## config.mk

```make
export PLATFORM = sky130hd
export DESIGN_NAME = infix_to_postfix_converter
export DESIGN_NICKNAME = d
export VERILOG_FILES = /design/src/rtl/core/itp_pkg.sv /design/src/rtl/core/infix_to_postfix_converter.sv /design/src/rtl/core/itp_ram.sv
export SDC_FILE = /design/constraint.sdc
export NUM_CORES = 1
export LEC_CHECK = 0
export BUFFER_PORTS_ARGS = -buffer_cell sky130_fd_sc_hd__clkbuf_2
export CORE_ASPECT_RATIO = 0.75
export CORE_MARGIN = 3
export CORE_UTILIZATION = 40
export CTS_BUF_LIST = sky130_fd_sc_hd__clkbuf_8
export DETAILED_ROUTE_END_ITERATION = 7
export SYNTH_ARGS = -nofsm -noshare
export SYNTH_HDL_FRONTEND = slang
export SYNTH_SLANG_ARGS = --single-unit
export TNS_END_PERCENT = 1
```

## constraint.sdc

```tcl
create_clock -name clk_i -period 4.3 [get_ports clk_i]
set_clock_uncertainty 0.15 [all_clocks]
set_input_delay 0.43 -clock clk_i [delete_from_list [all_inputs] [get_ports clk_i]]
set_output_delay 0.43 -clock clk_i [all_outputs]
set_load 0.03 [all_outputs]
```

## src/rtl/core/itp_pkg.sv

```systemverilog
// ----------------------------------------------------------------------------
// itp_pkg
// Types, codes and helpers shared by the infix to postfix converter files.
// ----------------------------------------------------------------------------
`default_nettype none

package itp_pkg;

  localparam int unsigned StackDepthDefault = 16;
  localparam int unsigned CmdW   = 3;
  localparam int unsigned OpW    = 2;
  localparam int unsigned CodeW  = 3;
  localparam int unsigned ValueW = 32;

  // Stack entry code for an open paren; operators use codes zero to three.
  localparam logic [CodeW-1:0] PAREN_CODE = 3'd4;

  typedef enum logic [CmdW-1:0] {
    TOK_NUM   = 3'd0,
    TOK_OP    = 3'd1,
    TOK_OPEN  = 3'd2,
    TOK_CLOSE = 3'd3,
    TOK_END   = 3'd4
  } tok_e;

  typedef enum logic [1:0] {
    KIND_NUM = 2'd0,
    KIND_OP  = 2'd1,
    KIND_ERR = 2'd2,
    KIND_END = 2'd3
  } kind_e;

  typedef enum logic [1:0] {
    ERR_NONE     = 2'd0,
    ERR_CLOSE    = 2'd1,
    ERR_OVERFLOW = 2'd2,
    ERR_OPEN     = 2'd3
  } err_e;

  typedef enum logic [2:0] {
    S_IDLE,
    S_NUM,
    S_READ,
    S_EVAL,
    S_PUSH,
    S_ERROR,
    S_END,
    S_FLUSH
  } state_e;

  // Precedence of a stack code: plus and minus 1, times and divide 2, paren 0.
  function automatic logic [1:0] rank_of(input logic [CodeW-1:0] code);
    logic [1:0] r;
    case (code)
      3'd0, 3'd1: r = 2'd1;
      3'd2, 3'd3: r = 2'd2;
      default:    r = 2'd0;
    endcase
    return r;
  endfunction

endpackage

`default_nettype wire

```

## src/rtl/core/infix_to_postfix_converter.sv

```systemverilog
// ----------------------------------------------------------------------------
// infix_to_postfix_converter
// Shunting-yard converter from tokenised infix to postfix order.
// ----------------------------------------------------------------------------
// Input channel (in_valid_i / in_ready_o) carries one token word: a number,
// an operator, an open or close paren, or end. The output channel
// (out_valid_o / out_ready_i) carries postfix words; last_o marks the final
// word caused by an input token. Errors are sent as words of kind error and
// always leave the operator stack empty.
// One token is worked on at a time and in_ready_o is high only when the
// sequencer is idle. Every stack pop passes through a RAM read state and an
// evaluate state (S_READ, then S_EVAL), since the stack RAM has a single
// read port with registered data.
// Reset empties the stack at once; there is no clearing pass.
// When the receiver stalls, the output register holds its word and one more
// word may wait in a holding register; the sequencer then waits.
// ----------------------------------------------------------------------------
`default_nettype none

module infix_to_postfix_converter #(
  parameter int unsigned STACK_DEPTH = itp_pkg::StackDepthDefault
) (
  input  wire logic                              clk_i,
  input  wire logic                              rst_ni,
  input  wire logic                              in_valid_i,
  output logic                                   in_ready_o,
  input  wire logic        [itp_pkg::CmdW-1:0]   cmd_i,
  input  wire logic signed [itp_pkg::ValueW-1:0] number_value_i,
  input  wire logic        [itp_pkg::OpW-1:0]    operator_code_i,
  output logic                                   out_valid_o,
  input  wire logic                              out_ready_i,
  output logic             [1:0]                 out_kind_o,
  output logic signed      [itp_pkg::ValueW-1:0] out_value_o,
  output logic             [itp_pkg::OpW-1:0]    out_operator_o,
  output logic             [1:0]                 error_code_o,
  output logic                                   last_o
);

  localparam int unsigned AddrW = $clog2(STACK_DEPTH);
  localparam int unsigned CntW  = $clog2(STACK_DEPTH + 1);

  itp_pkg::state_e state_q, state_d;
  itp_pkg::tok_e   cmd_q, cmd_d;
  logic [itp_pkg::OpW-1:0]           op_q, op_d;
  logic signed [itp_pkg::ValueW-1:0] val_q, val_d;
  logic [CntW-1:0] count_q, count_d;
  logic            paren_left_q, paren_left_d;
  itp_pkg::err_e   err_q, err_d;

  // Holding register: a word whose last flag is not yet known.
  logic                    pend_valid_q, pend_valid_d;
  itp_pkg::kind_e          pend_kind_q, pend_kind_d;
  logic [itp_pkg::OpW-1:0] pend_op_q, pend_op_d;
  itp_pkg::err_e           pend_err_q, pend_err_d;

  logic                              out_valid_q, out_valid_d;
  itp_pkg::kind_e                    out_kind_q, out_kind_d;
  logic signed [itp_pkg::ValueW-1:0] out_value_q, out_value_d;
  logic [itp_pkg::OpW-1:0]           out_op_q, out_op_d;
  itp_pkg::err_e                     out_err_q, out_err_d;
  logic                              out_last_q, out_last_d;

  logic                     ram_we;
  logic [AddrW-1:0]         ram_waddr;
  logic [itp_pkg::CodeW-1:0] ram_wdata;
  logic [AddrW-1:0]         ram_raddr;
  logic [itp_pkg::CodeW-1:0] top;
  logic [CntW-1:0]          count_m1;

  itp_ram #(
    .Width(itp_pkg::CodeW),
    .Depth(STACK_DEPTH)
  ) u_stack (
    .clk_i  (clk_i),
    .we_i   (ram_we),
    .waddr_i(ram_waddr),
    .wdata_i(ram_wdata),
    .raddr_i(ram_raddr),
    .rdata_o(top)
  );

  assign count_m1  = count_q - CntW'(1);
  assign ram_raddr = count_m1[AddrW-1:0];
  assign ram_waddr = count_q[AddrW-1:0];
  assign ram_wdata = (cmd_q == itp_pkg::TOK_OP) ? {1'b0, op_q} : itp_pkg::PAREN_CODE;

  always_ff @(posedge clk_i or negedge rst_ni) begin
    if (!rst_ni) begin
      state_q      <= itp_pkg::S_IDLE;
      count_q      <= '0;
      pend_valid_q <= 1'b0;
      out_valid_q  <= 1'b0;
    end else begin
      state_q      <= state_d;
      count_q      <= count_d;
      pend_valid_q <= pend_valid_d;
      out_valid_q  <= out_valid_d;
    end
  end

  always_ff @(posedge clk_i) begin
    cmd_q        <= cmd_d;
    op_q         <= op_d;
    val_q        <= val_d;
    paren_left_q <= paren_left_d;
    err_q        <= err_d;
    pend_kind_q  <= pend_kind_d;
    pend_op_q    <= pend_op_d;
    pend_err_q   <= pend_err_d;
    out_kind_q   <= out_kind_d;
    out_value_q  <= out_value_d;
    out_op_q     <= out_op_d;
    out_err_q    <= out_err_d;
    out_last_q   <= out_last_d;
  end

  always_comb begin
    logic                              slot_ok;
    logic                              hold_ok;
    logic                              em_req;
    logic                              em_final;
    itp_pkg::kind_e                    em_kind;
    logic signed [itp_pkg::ValueW-1:0] em_value;
    logic [itp_pkg::OpW-1:0]           em_op;
    itp_pkg::err_e                     em_err;
    logic                              fin_req;
    logic                              pop_op;

    slot_ok  = !out_valid_q || out_ready_i;
    // A word that may not be final can go to the holding register whenever
    // the holding register can pass its current word on.
    hold_ok  = !pend_valid_q || slot_ok;
    em_req   = 1'b0;
    em_final = 1'b0;
    em_kind  = itp_pkg::KIND_OP;
    em_value = '0;
    em_op    = top[itp_pkg::OpW-1:0];
    em_err   = itp_pkg::ERR_NONE;
    fin_req  = 1'b0;
    pop_op   = 1'b0;

    state_d      = state_q;
    cmd_d        = cmd_q;
    op_d         = op_q;
    val_d        = val_q;
    count_d      = count_q;
    paren_left_d = paren_left_q;
    err_d        = err_q;
    pend_valid_d = pend_valid_q;
    pend_kind_d  = pend_kind_q;
    pend_op_d    = pend_op_q;
    pend_err_d   = pend_err_q;
    out_valid_d  = out_valid_q && !out_ready_i;
    out_kind_d   = out_kind_q;
    out_value_d  = out_value_q;
    out_op_d     = out_op_q;
    out_err_d    = out_err_q;
    out_last_d   = out_last_q;
    in_ready_o   = 1'b0;
    ram_we       = 1'b0;

    unique case (state_q)
      itp_pkg::S_IDLE: begin
        in_ready_o = 1'b1;
        if (in_valid_i) begin
          cmd_d        = itp_pkg::tok_e'(cmd_i);
          op_d         = operator_code_i;
          val_d        = number_value_i;
          paren_left_d = 1'b0;
          unique case (cmd_i)
            itp_pkg::TOK_NUM: state_d = itp_pkg::S_NUM;
            itp_pkg::TOK_OP: begin
              state_d = (count_q == '0) ? itp_pkg::S_PUSH : itp_pkg::S_READ;
            end
            itp_pkg::TOK_OPEN: state_d = itp_pkg::S_PUSH;
            itp_pkg::TOK_CLOSE: begin
              err_d   = itp_pkg::ERR_CLOSE;
              state_d = (count_q == '0) ? itp_pkg::S_ERROR : itp_pkg::S_READ;
            end
            itp_pkg::TOK_END: begin
              err_d   = itp_pkg::ERR_OPEN;
              state_d = (count_q == '0) ? itp_pkg::S_END : itp_pkg::S_READ;
            end
            default: state_d = itp_pkg::S_IDLE;
          endcase
        end
      end

      itp_pkg::S_NUM: begin
        if (slot_ok) begin
          em_req   = 1'b1;
          em_final = 1'b1;
          em_kind  = itp_pkg::KIND_NUM;
          em_value = val_q;
          em_op    = '0;
          state_d  = itp_pkg::S_IDLE;
        end
      end

      itp_pkg::S_READ: begin
        state_d = itp_pkg::S_EVAL;
      end

      itp_pkg::S_EVAL: begin
        unique case (cmd_q)
          itp_pkg::TOK_OP: begin
            if (itp_pkg::rank_of(top) >= itp_pkg::rank_of({1'b0, op_q})) begin
              if (hold_ok) begin
                pop_op  = 1'b1;
                count_d = count_m1;
                state_d = (count_q == CntW'(1)) ? itp_pkg::S_PUSH : itp_pkg::S_READ;
              end
            end else begin
              state_d = itp_pkg::S_PUSH;
            end
          end
          itp_pkg::TOK_CLOSE: begin
            if (top == itp_pkg::PAREN_CODE) begin
              if (hold_ok) begin
                fin_req = 1'b1;
                count_d = count_m1;
                state_d = itp_pkg::S_IDLE;
              end
            end else if (hold_ok) begin
              pop_op  = 1'b1;
              count_d = count_m1;
              state_d = (count_q == CntW'(1)) ? itp_pkg::S_ERROR : itp_pkg::S_READ;
            end
          end
          itp_pkg::TOK_END: begin
            if (top == itp_pkg::PAREN_CODE) begin
              paren_left_d = 1'b1;
              count_d      = count_m1;
              state_d      = (count_q == CntW'(1)) ? itp_pkg::S_ERROR : itp_pkg::S_READ;
            end else if (hold_ok) begin
              pop_op  = 1'b1;
              count_d = count_m1;
              if (count_q == CntW'(1)) begin
                state_d = paren_left_q ? itp_pkg::S_ERROR : itp_pkg::S_END;
              end else begin
                state_d = itp_pkg::S_READ;
              end
            end
          end
          default: state_d = itp_pkg::S_IDLE;
        endcase
      end

      itp_pkg::S_PUSH: begin
        if (count_q >= CntW'(STACK_DEPTH)) begin
          if (slot_ok) begin
            em_req   = 1'b1;
            em_final = 1'b1;
            em_kind  = itp_pkg::KIND_ERR;
            em_op    = '0;
            em_err   = itp_pkg::ERR_OVERFLOW;
            count_d  = '0;
            state_d  = pend_valid_q ? itp_pkg::S_FLUSH : itp_pkg::S_IDLE;
          end
        end else if (hold_ok) begin
          ram_we  = 1'b1;
          count_d = count_q + CntW'(1);
          fin_req = 1'b1;
          state_d = itp_pkg::S_IDLE;
        end
      end

      itp_pkg::S_ERROR: begin
        // At end the open paren error is followed by the end marker.
        if (cmd_q == itp_pkg::TOK_END) begin
          if (hold_ok) begin
            em_req  = 1'b1;
            em_kind = itp_pkg::KIND_ERR;
            em_op   = '0;
            em_err  = err_q;
            state_d = itp_pkg::S_END;
          end
        end else if (slot_ok) begin
          em_req   = 1'b1;
          em_final = 1'b1;
          em_kind  = itp_pkg::KIND_ERR;
          em_op    = '0;
          em_err   = err_q;
          count_d  = '0;
          state_d  = pend_valid_q ? itp_pkg::S_FLUSH : itp_pkg::S_IDLE;
        end
      end

      itp_pkg::S_END: begin
        if (slot_ok) begin
          em_req   = 1'b1;
          em_final = 1'b1;
          em_kind  = itp_pkg::KIND_END;
          em_op    = '0;
          count_d  = '0;
          state_d  = pend_valid_q ? itp_pkg::S_FLUSH : itp_pkg::S_IDLE;
        end
      end

      itp_pkg::S_FLUSH: begin
        if (slot_ok) begin
          fin_req = 1'b1;
          state_d = itp_pkg::S_IDLE;
        end
      end

      default: state_d = itp_pkg::S_IDLE;
    endcase

    if (pop_op) begin
      em_req  = 1'b1;
      em_kind = itp_pkg::KIND_OP;
      em_op   = top[itp_pkg::OpW-1:0];
    end

    // Word movement: holding register to output, new word to output or hold.
    if ((em_req || fin_req) && pend_valid_q) begin
      out_valid_d  = 1'b1;
      out_kind_d   = pend_kind_q;
      out_value_d  = '0;
      out_op_d     = pend_op_q;
      out_err_d    = pend_err_q;
      out_last_d   = fin_req;
      pend_valid_d = 1'b0;
    end
    if (em_req) begin
      if (em_final && !pend_valid_q) begin
        out_valid_d = 1'b1;
        out_kind_d  = em_kind;
        out_value_d = em_value;
        out_op_d    = em_op;
        out_err_d   = em_err;
        out_last_d  = 1'b1;
      end else begin
        pend_valid_d = 1'b1;
        pend_kind_d  = em_kind;
        pend_op_d    = em_op;
        pend_err_d   = em_err;
      end
    end
  end

  assign out_valid_o    = out_valid_q;
  assign out_kind_o     = out_kind_q;
  assign out_value_o    = out_value_q;
  assign out_operator_o = out_op_q;
  assign error_code_o   = out_err_q;
  assign last_o         = out_last_q;

endmodule

`default_nettype wire

```

## src/rtl/core/itp_ram.sv

```systemverilog
// ----------------------------------------------------------------------------
// itp_ram
// Simple dual-port RAM: one write port, one read port with registered data.
// ----------------------------------------------------------------------------
`default_nettype none

module itp_ram #(
  parameter int unsigned Width = 8,
  parameter int unsigned Depth = 16,
  localparam int unsigned AddrW = (Depth > 1) ? $clog2(Depth) : 1
) (
  input  wire logic             clk_i,
  input  wire logic             we_i,
  input  wire logic [AddrW-1:0] waddr_i,
  input  wire logic [Width-1:0] wdata_i,
  input  wire logic [AddrW-1:0] raddr_i,
  output logic      [Width-1:0] rdata_o
);

  logic [Width-1:0] mem_q [Depth];

  always_ff @(posedge clk_i) begin
    if (we_i) begin
      mem_q[waddr_i] <= wdata_i;
    end
    rdata_o <= mem_q[raddr_i];
  end

endmodule

`default_nettype wire

```

* Yosys cells after proc, flatten, opt, wreduce, memory -nomap -nowiden *
Memories as Yosys holds them, arrays and structs flattened. A register that Yosys moved wholly into a read port is not among the register bits.
Cells that the tools add are included.

word-level totals
  bits in writable memories = 48
  memories = 1
  input bits = 41
  output and inout port bits = 41
  flip-flop bits (word level) = 95

memories
  name           words  bits a word  read ports  clocked after memory_dff  write ports  line           text
  u_stack.mem_q  16     3            1           1                         1            itp_ram.sv:20  logic [Width-1:0] mem_q [Depth];

operators by class
  eq/ne operators = 34
  reduce and logical (&&, ||, !) cells = 30
  add/subtract/negate cells = 2
  multiplexer cells = 108
  bitwise logic cells = 1
  order comparisons = 2

operators with widths
  kind                                                  number
  2-to-1 mux 32 bit                                     5
  2-to-1 mux 3 bit                                      21
  2-to-1 mux 2 bit                                      30
  2-to-1 mux 5 bit                                      7
  2-to-1 mux 1 bit                                      29
  equality test 3 x 2 -> 1 bit (second input constant)  7
  equality test 3 bit (second input constant)           7
  one-hot mux 3 bit (7 select lines)                    1
  one-hot mux 5 bit (4 select lines)                    1
  one-hot mux 2 bit (2 select lines)                    4
  one-hot mux 3 bit (5 select lines)                    1
  one-hot mux 5 bit (3 select lines)                    1
  OR reduction 2 bit                                    7
  equality test 3 x 1 -> 1 bit (second input constant)  4
  inequality test 4 bit (second input constant)         3
  logical NOT 3 bit                                     3
  inequality test 3 bit (second input constant)         3
  one-hot mux 1 bit (3 select lines)                    3
  one-hot mux 3 bit (3 select lines)                    1
  inequality test 2 bit (second input constant)         4
  one-hot mux 2 bit (4 select lines)                    1
  one-hot mux 2 bit (3 select lines)                    1
  AND reduction 6 bit                                   1
  adder 5 x 1 -> 5 bit (second input constant)          1
  21 further kinds                                      31

* Depth between registers and ports, before layout *
  depth after elaboration = 15
  depth in mapped cells = 9
  mapped depth without buffers = 8

* By module *
A second synthesis with hierarchy kept.

unflattened totals
  cells, all modules = 456
  area total of the unflattened synthesis = 6124.6 sq um

by module, submodules not included
  module                      times used  sequential area each (sq um)  cells an instance  area each (sq um)
  infix_to_postfix_converter  1           2382.3                        353                4112.7
  itp_ram                     1           1501.4                        103                2011.9

* Worst setup path before layout *
No wires, ideal clock.

  path type = register to register
  from = register state_q[0]
  to = register err_q[1] (enable)
  arrival time = 2.839 ns
  setup time = 0.293 ns
  buffers on the path = 2
  path slack = 1.018 ns
  cell stages (with the launch flop) = 7
  cells stage by stage = dfrtp_1 buf_2 buf_1 nor3_1 nand2_1 inv_1 o21a_1

between the ends
  cells in the longest elaborated chain, start to end = 2

RTL lines
  what                           line                               text
  from (decl)                    infix_to_postfix_converter.sv:42   itp_pkg::state_e state_q, state_d;
  from (signal assigned)         infix_to_postfix_converter.sv:89   state_q <= itp_pkg::S_IDLE;
  from (signal assigned)         infix_to_postfix_converter.sv:94   state_q <= state_d;
  logical NOT 3 bit              infix_to_postfix_converter.sv:162  unique case (state_q)
  AND reduction 3 bit (no line)  n/a
  to (signal assigned)           infix_to_postfix_converter.sv:106  err_q <= err_d;
  to (decl)                      infix_to_postfix_converter.sv:48   itp_pkg::err_e err_q, err_d;

Every way passes these cells.
A chain may end at the register's enable or synchronous reset.

* Final worst setup path *
  from = register cmd_q[2]
  to = memory u_stack.mem_q[15][1] in the netlist's numbering, data pin

between the ends
  cells in the longest elaborated chain, start to end = 2

RTL lines
  what                          line                               text
  from (decl)                   infix_to_postfix_converter.sv:43   itp_pkg::tok_e cmd_q, cmd_d;
  from (signal assigned)        infix_to_postfix_converter.sv:102  cmd_q <= cmd_d;
  equality test 3 x 1 -> 1 bit  infix_to_postfix_converter.sv:85   assign ram_wdata = (cmd_q == itp_pkg::TOK_OP) ? {1'b0, op_q} : itp_pkg::PAREN_CODE;
  2-to-1 mux 3 bit              infix_to_postfix_converter.sv:85
  named net ram_wdata, one bit  infix_to_postfix_converter.sv:65   logic [itp_pkg::CodeW-1:0] ram_wdata;
  to (decl)                     itp_ram.sv:20

The timed path passes the listed nets, and every way through them passes these cells.

==> results.py <==
metrics = {
    "run_status": {
        "outcome": "finished, final reports clean",
    },
    "grt": {
        "first_global_vias": 4133,
        "grt_max_degree": 39,
        "grt_overflow_total": 0,
        "grt_first_pass_wirelength_um": 21650,
        "antenna_found_initial": 0,
        "grtUsageTotal_pct": 16.56,
    },
    "clock_tree": {
        "postCtsHoldBufs": 33,
        "cts_made_buffers": 17,
        "cts.clk_slew.worst_paths_ns": 0.08,
        "cts_buffer_depth": 2,
        "htreeDepth": 4,
        "clk_latency_ns": 0.44,
        "cts_setup_buffers": 0,
        "cts_root_buf": "clkbuf_8",
        "cts_resized": 0,
        "tritoncts": "done",
        "clock-sinks": 145,
    },
    "synthesis": {
        "yosys-top-cells-area": "edfxtp_1 46%, dfxtp_1 14%, mux4_2 5.6%, a22o_1 4.8%, dfrtp_1 4.1%",
        "syn_area_um2": 6067,
        "yosys.area.top_type": "edfxtp_1",
        "synth-edff-count": 93,
        "netlist_instances": 453,
        "synthFlopType": "edfxtp_1",
        "syn_nets": 500,
        "seq_area_frac_synth_pct": 64.01,
        "syn_area_per_cell_um2": 13.39,
        "synth.distinct_cells": 66,
        "synth_warnings": 0,
        "synth-seq-cells": 145,
        "synth_top_area_share_pct": 46.03,
        "ys_async_sr_fraction_pct": 6.897,
        "synthTopCellsByCount": "93 x edfxtp_1, 42 x dfxtp_1, 33 x a22o_1, 33 x nand2_1, 31 x nor2_1",
        "yosysMostFrequentCell": "edfxtp_1",
    },
    "detailed_routing": {
        "drc": 0,
        "antenna_left": 0,
        "drtIter0Drc": 391,
        "dr_total_vias": 4147,
        "wirelength_um": 13280,
        "dr.pass1.iters": 5,
        "post_drt_via_cell_ratio": 5.323,
        "routedWlPerCell_um": 17.05,
    },
    "sta": {
        "fin_ws_ns": 1.252,
        "timing.fmax_mhz": 328.0,
        "fin_tns_setup_ns": 0,
        "relSlewSlack_pct": 29.87,
        "worst_pin_slew_ns": 1.048,
        "drv_slew": 0,
        "period_minus_slack_ns": 3.048,
        "finalCritPeriodShare_pct": 70.90,
        "final_hold_viol_count": 0,
        "rsz0062_at_grt": "false",
        "setup_violations": 0,
    },
    "finish": {
        "diodes": 0,
        "final_nets": 613,
        "regArea_um2": 3884,
        "num-fill-cells": 1280,
        "drive_gt1_share_pct": 26.42,
        "utilization_pct": 50.50,
        "syn2layout_area_growth_pct": 21.88,
        "multiInputGateArea_um2": 2004,
        "final_cell_count_no_fill": 779,
    },
    "critical_path": {
        "startpoint": "cmd_q[2]",
        "path_cells": "nor2b_1 -> nor2b_1 -> inv_1 -> nor2_1",
        "critical-path-max-stage-delay_ns": 0.89,
        "required_ns": 4.23,
        "crit_family": "simple AND/OR/NAND/NOR gates",
        "reg2reg_from": "cmd_q[2]",
        "regToRegSetupSlack_ns": 1.25,
        "critPathBufInv": 1,
        "path_max_fanout": 18,
        "cpMostUsedCell": "nor2b_1",
        "crit_end": "u_stack.mem_q[15][1]",
        "crit_type": "flop to flop",
        "crit_path_start_kind": "flop",
        "worstRegToRegCells": 4,
        "cp.depth": 4,
        "end_kind": "flop",
        "cpMaxStageDelayCell": "nor2_1",
        "r2r-end": "u_stack.mem_q[15][1]",
        "cp.arrival_ns": 2.98,
    },
    "worst_hold_path": {
        "min_path_type": "primary input to flop",
        "min-delay-start": "number_value_i[5]",
    },
    "floorplanning": {
        "dieArea_um2": 16700,
        "rows": 38,
        "die_w_um": 148.2,
        "die-height_um": 112.7,
        "ios": 82,
        "initial_core_util_pct": 41.43,
        "core-area_um2": 14640,
    },
    "placed_design": {
        "pre_cts_ws_ns": 1.252,
        "place_hpwl_um": 9249,
        "gp_congestion": 0.9559,
        "port_buffers": 81,
        "placed_cells": 713,
    },
    "power_and_ir_drop": {
        "vdd_drop_max_mv": 0.2783,
        "powerDensity_nw_per_um2": 641.2,
        "power_mw": 4.741,
        "p_leak_nw": 2.779,
    },
    "run": {
        "drv_cap": 0,
    },
}
## state kept, by name (all words and copies together), names as in the netlist, 3 cells and up
signal / flops
cmd_q: 3
count_q: 5
out_value_o: 32
state_q: 3
u_stack.mem_q: 48
u_stack.rdata_o: 3
val_q: 32
## stage by stage
step                      cell area, µm²  hold WS (ns)
after floorplan                     6067      -0.01559
after global placement              6630        0.1874
after detailed placement            6630        0.1907
after CTS                           7385      0.003804
after global routing                7395       0.01301
final                               7395       0.04703
## layer usage
metal | share of wire (%) | global-route usage (%)
met1 | 47 | 23.93
met2 | 46 | 24.66
met3 | 6.1 | 4.520
met4 | 1.0 | 4.800
met5 | 0 | 0
## power by group
group	leakage, nW	switching [mW]	internal, mW	total, mW
registers	1.32	0.235	1.76	1.99
clock network	0.206	0.534	0.597	1.13
logic	1.25	0.959	0.659	1.62
## layout by cell type, fill, tap and decap left out, types with 5 or more instances in the layout
cell type and n:
a21oi_1 15, inv_1 12, ha_1 6, dlygate4sd3_1 34
nand2_1 33, a22o_1 33, nor3_1 7, mux4_2 15
clkbuf_2 81, nand3_1 11, o21ai_0 17, buf_4 5
dfxtp_1 42, nor2_1 31, edfxtp_1 93, o211ai_1 5
clkbuf_8 18, nand2b_1 5, dfrtp_1 10, and2_1 5
## worst min-delay path by stage
| stage | to | cells past startpoint | slack [ns] |
|---|---|---|---|
| global route | val_q[5] | 1 | 0.01 |
| detailed placement | pend_valid_q | 1 | 0.19 |
| floorplan | count_q[0] | 0 | -0.02 |
| global placement | out_valid_o | 1 | 0.19 |
| finish | val_q[5] | 1 | 0.05 |
| CTS | val_q[20] | 1 | 0.004 |
## cell type report
| cell class | count | share of cell area [%] |
|---|---|---|
| Sequential cell | 145 | 52.52 |
| Multi-Input combinational cell | 269 | 27.11 |
| Timing Repair Buffer | 120 | 10.59 |
| Tap cell | 200 | 3.384 |
| Clock buffer | 18 | 3.350 |
| Clock inverter | 14 | 2.386 |
| Inverter | 13 | 0.6599 |
## logic make-up (layout without fill, tap and decap cells)
kind of cell               Yosys count  count (layout)  synth area share [%]
AOI/OAI and AO/OA                  116             116                 14.52
xor gates and xnor gates             4               4                0.5775
adders and majority gates            6               6                 1.237
buffers and inverters               39             165                 3.031
DFF                                145             145                 64.01
muxes                               18              18                 6.084
and+or+nand+nor                    125             125                 10.54
## worst register-to-register path, stage by stage (launching register included)
cell and delay [ns]:
edfxtp_1 0.41, nor2b_1 0.43, nor2b_1 0.45, inv_1 0.36, nor2_1 0.89
No activity file was read; power rests on OpenSTA's default activity.
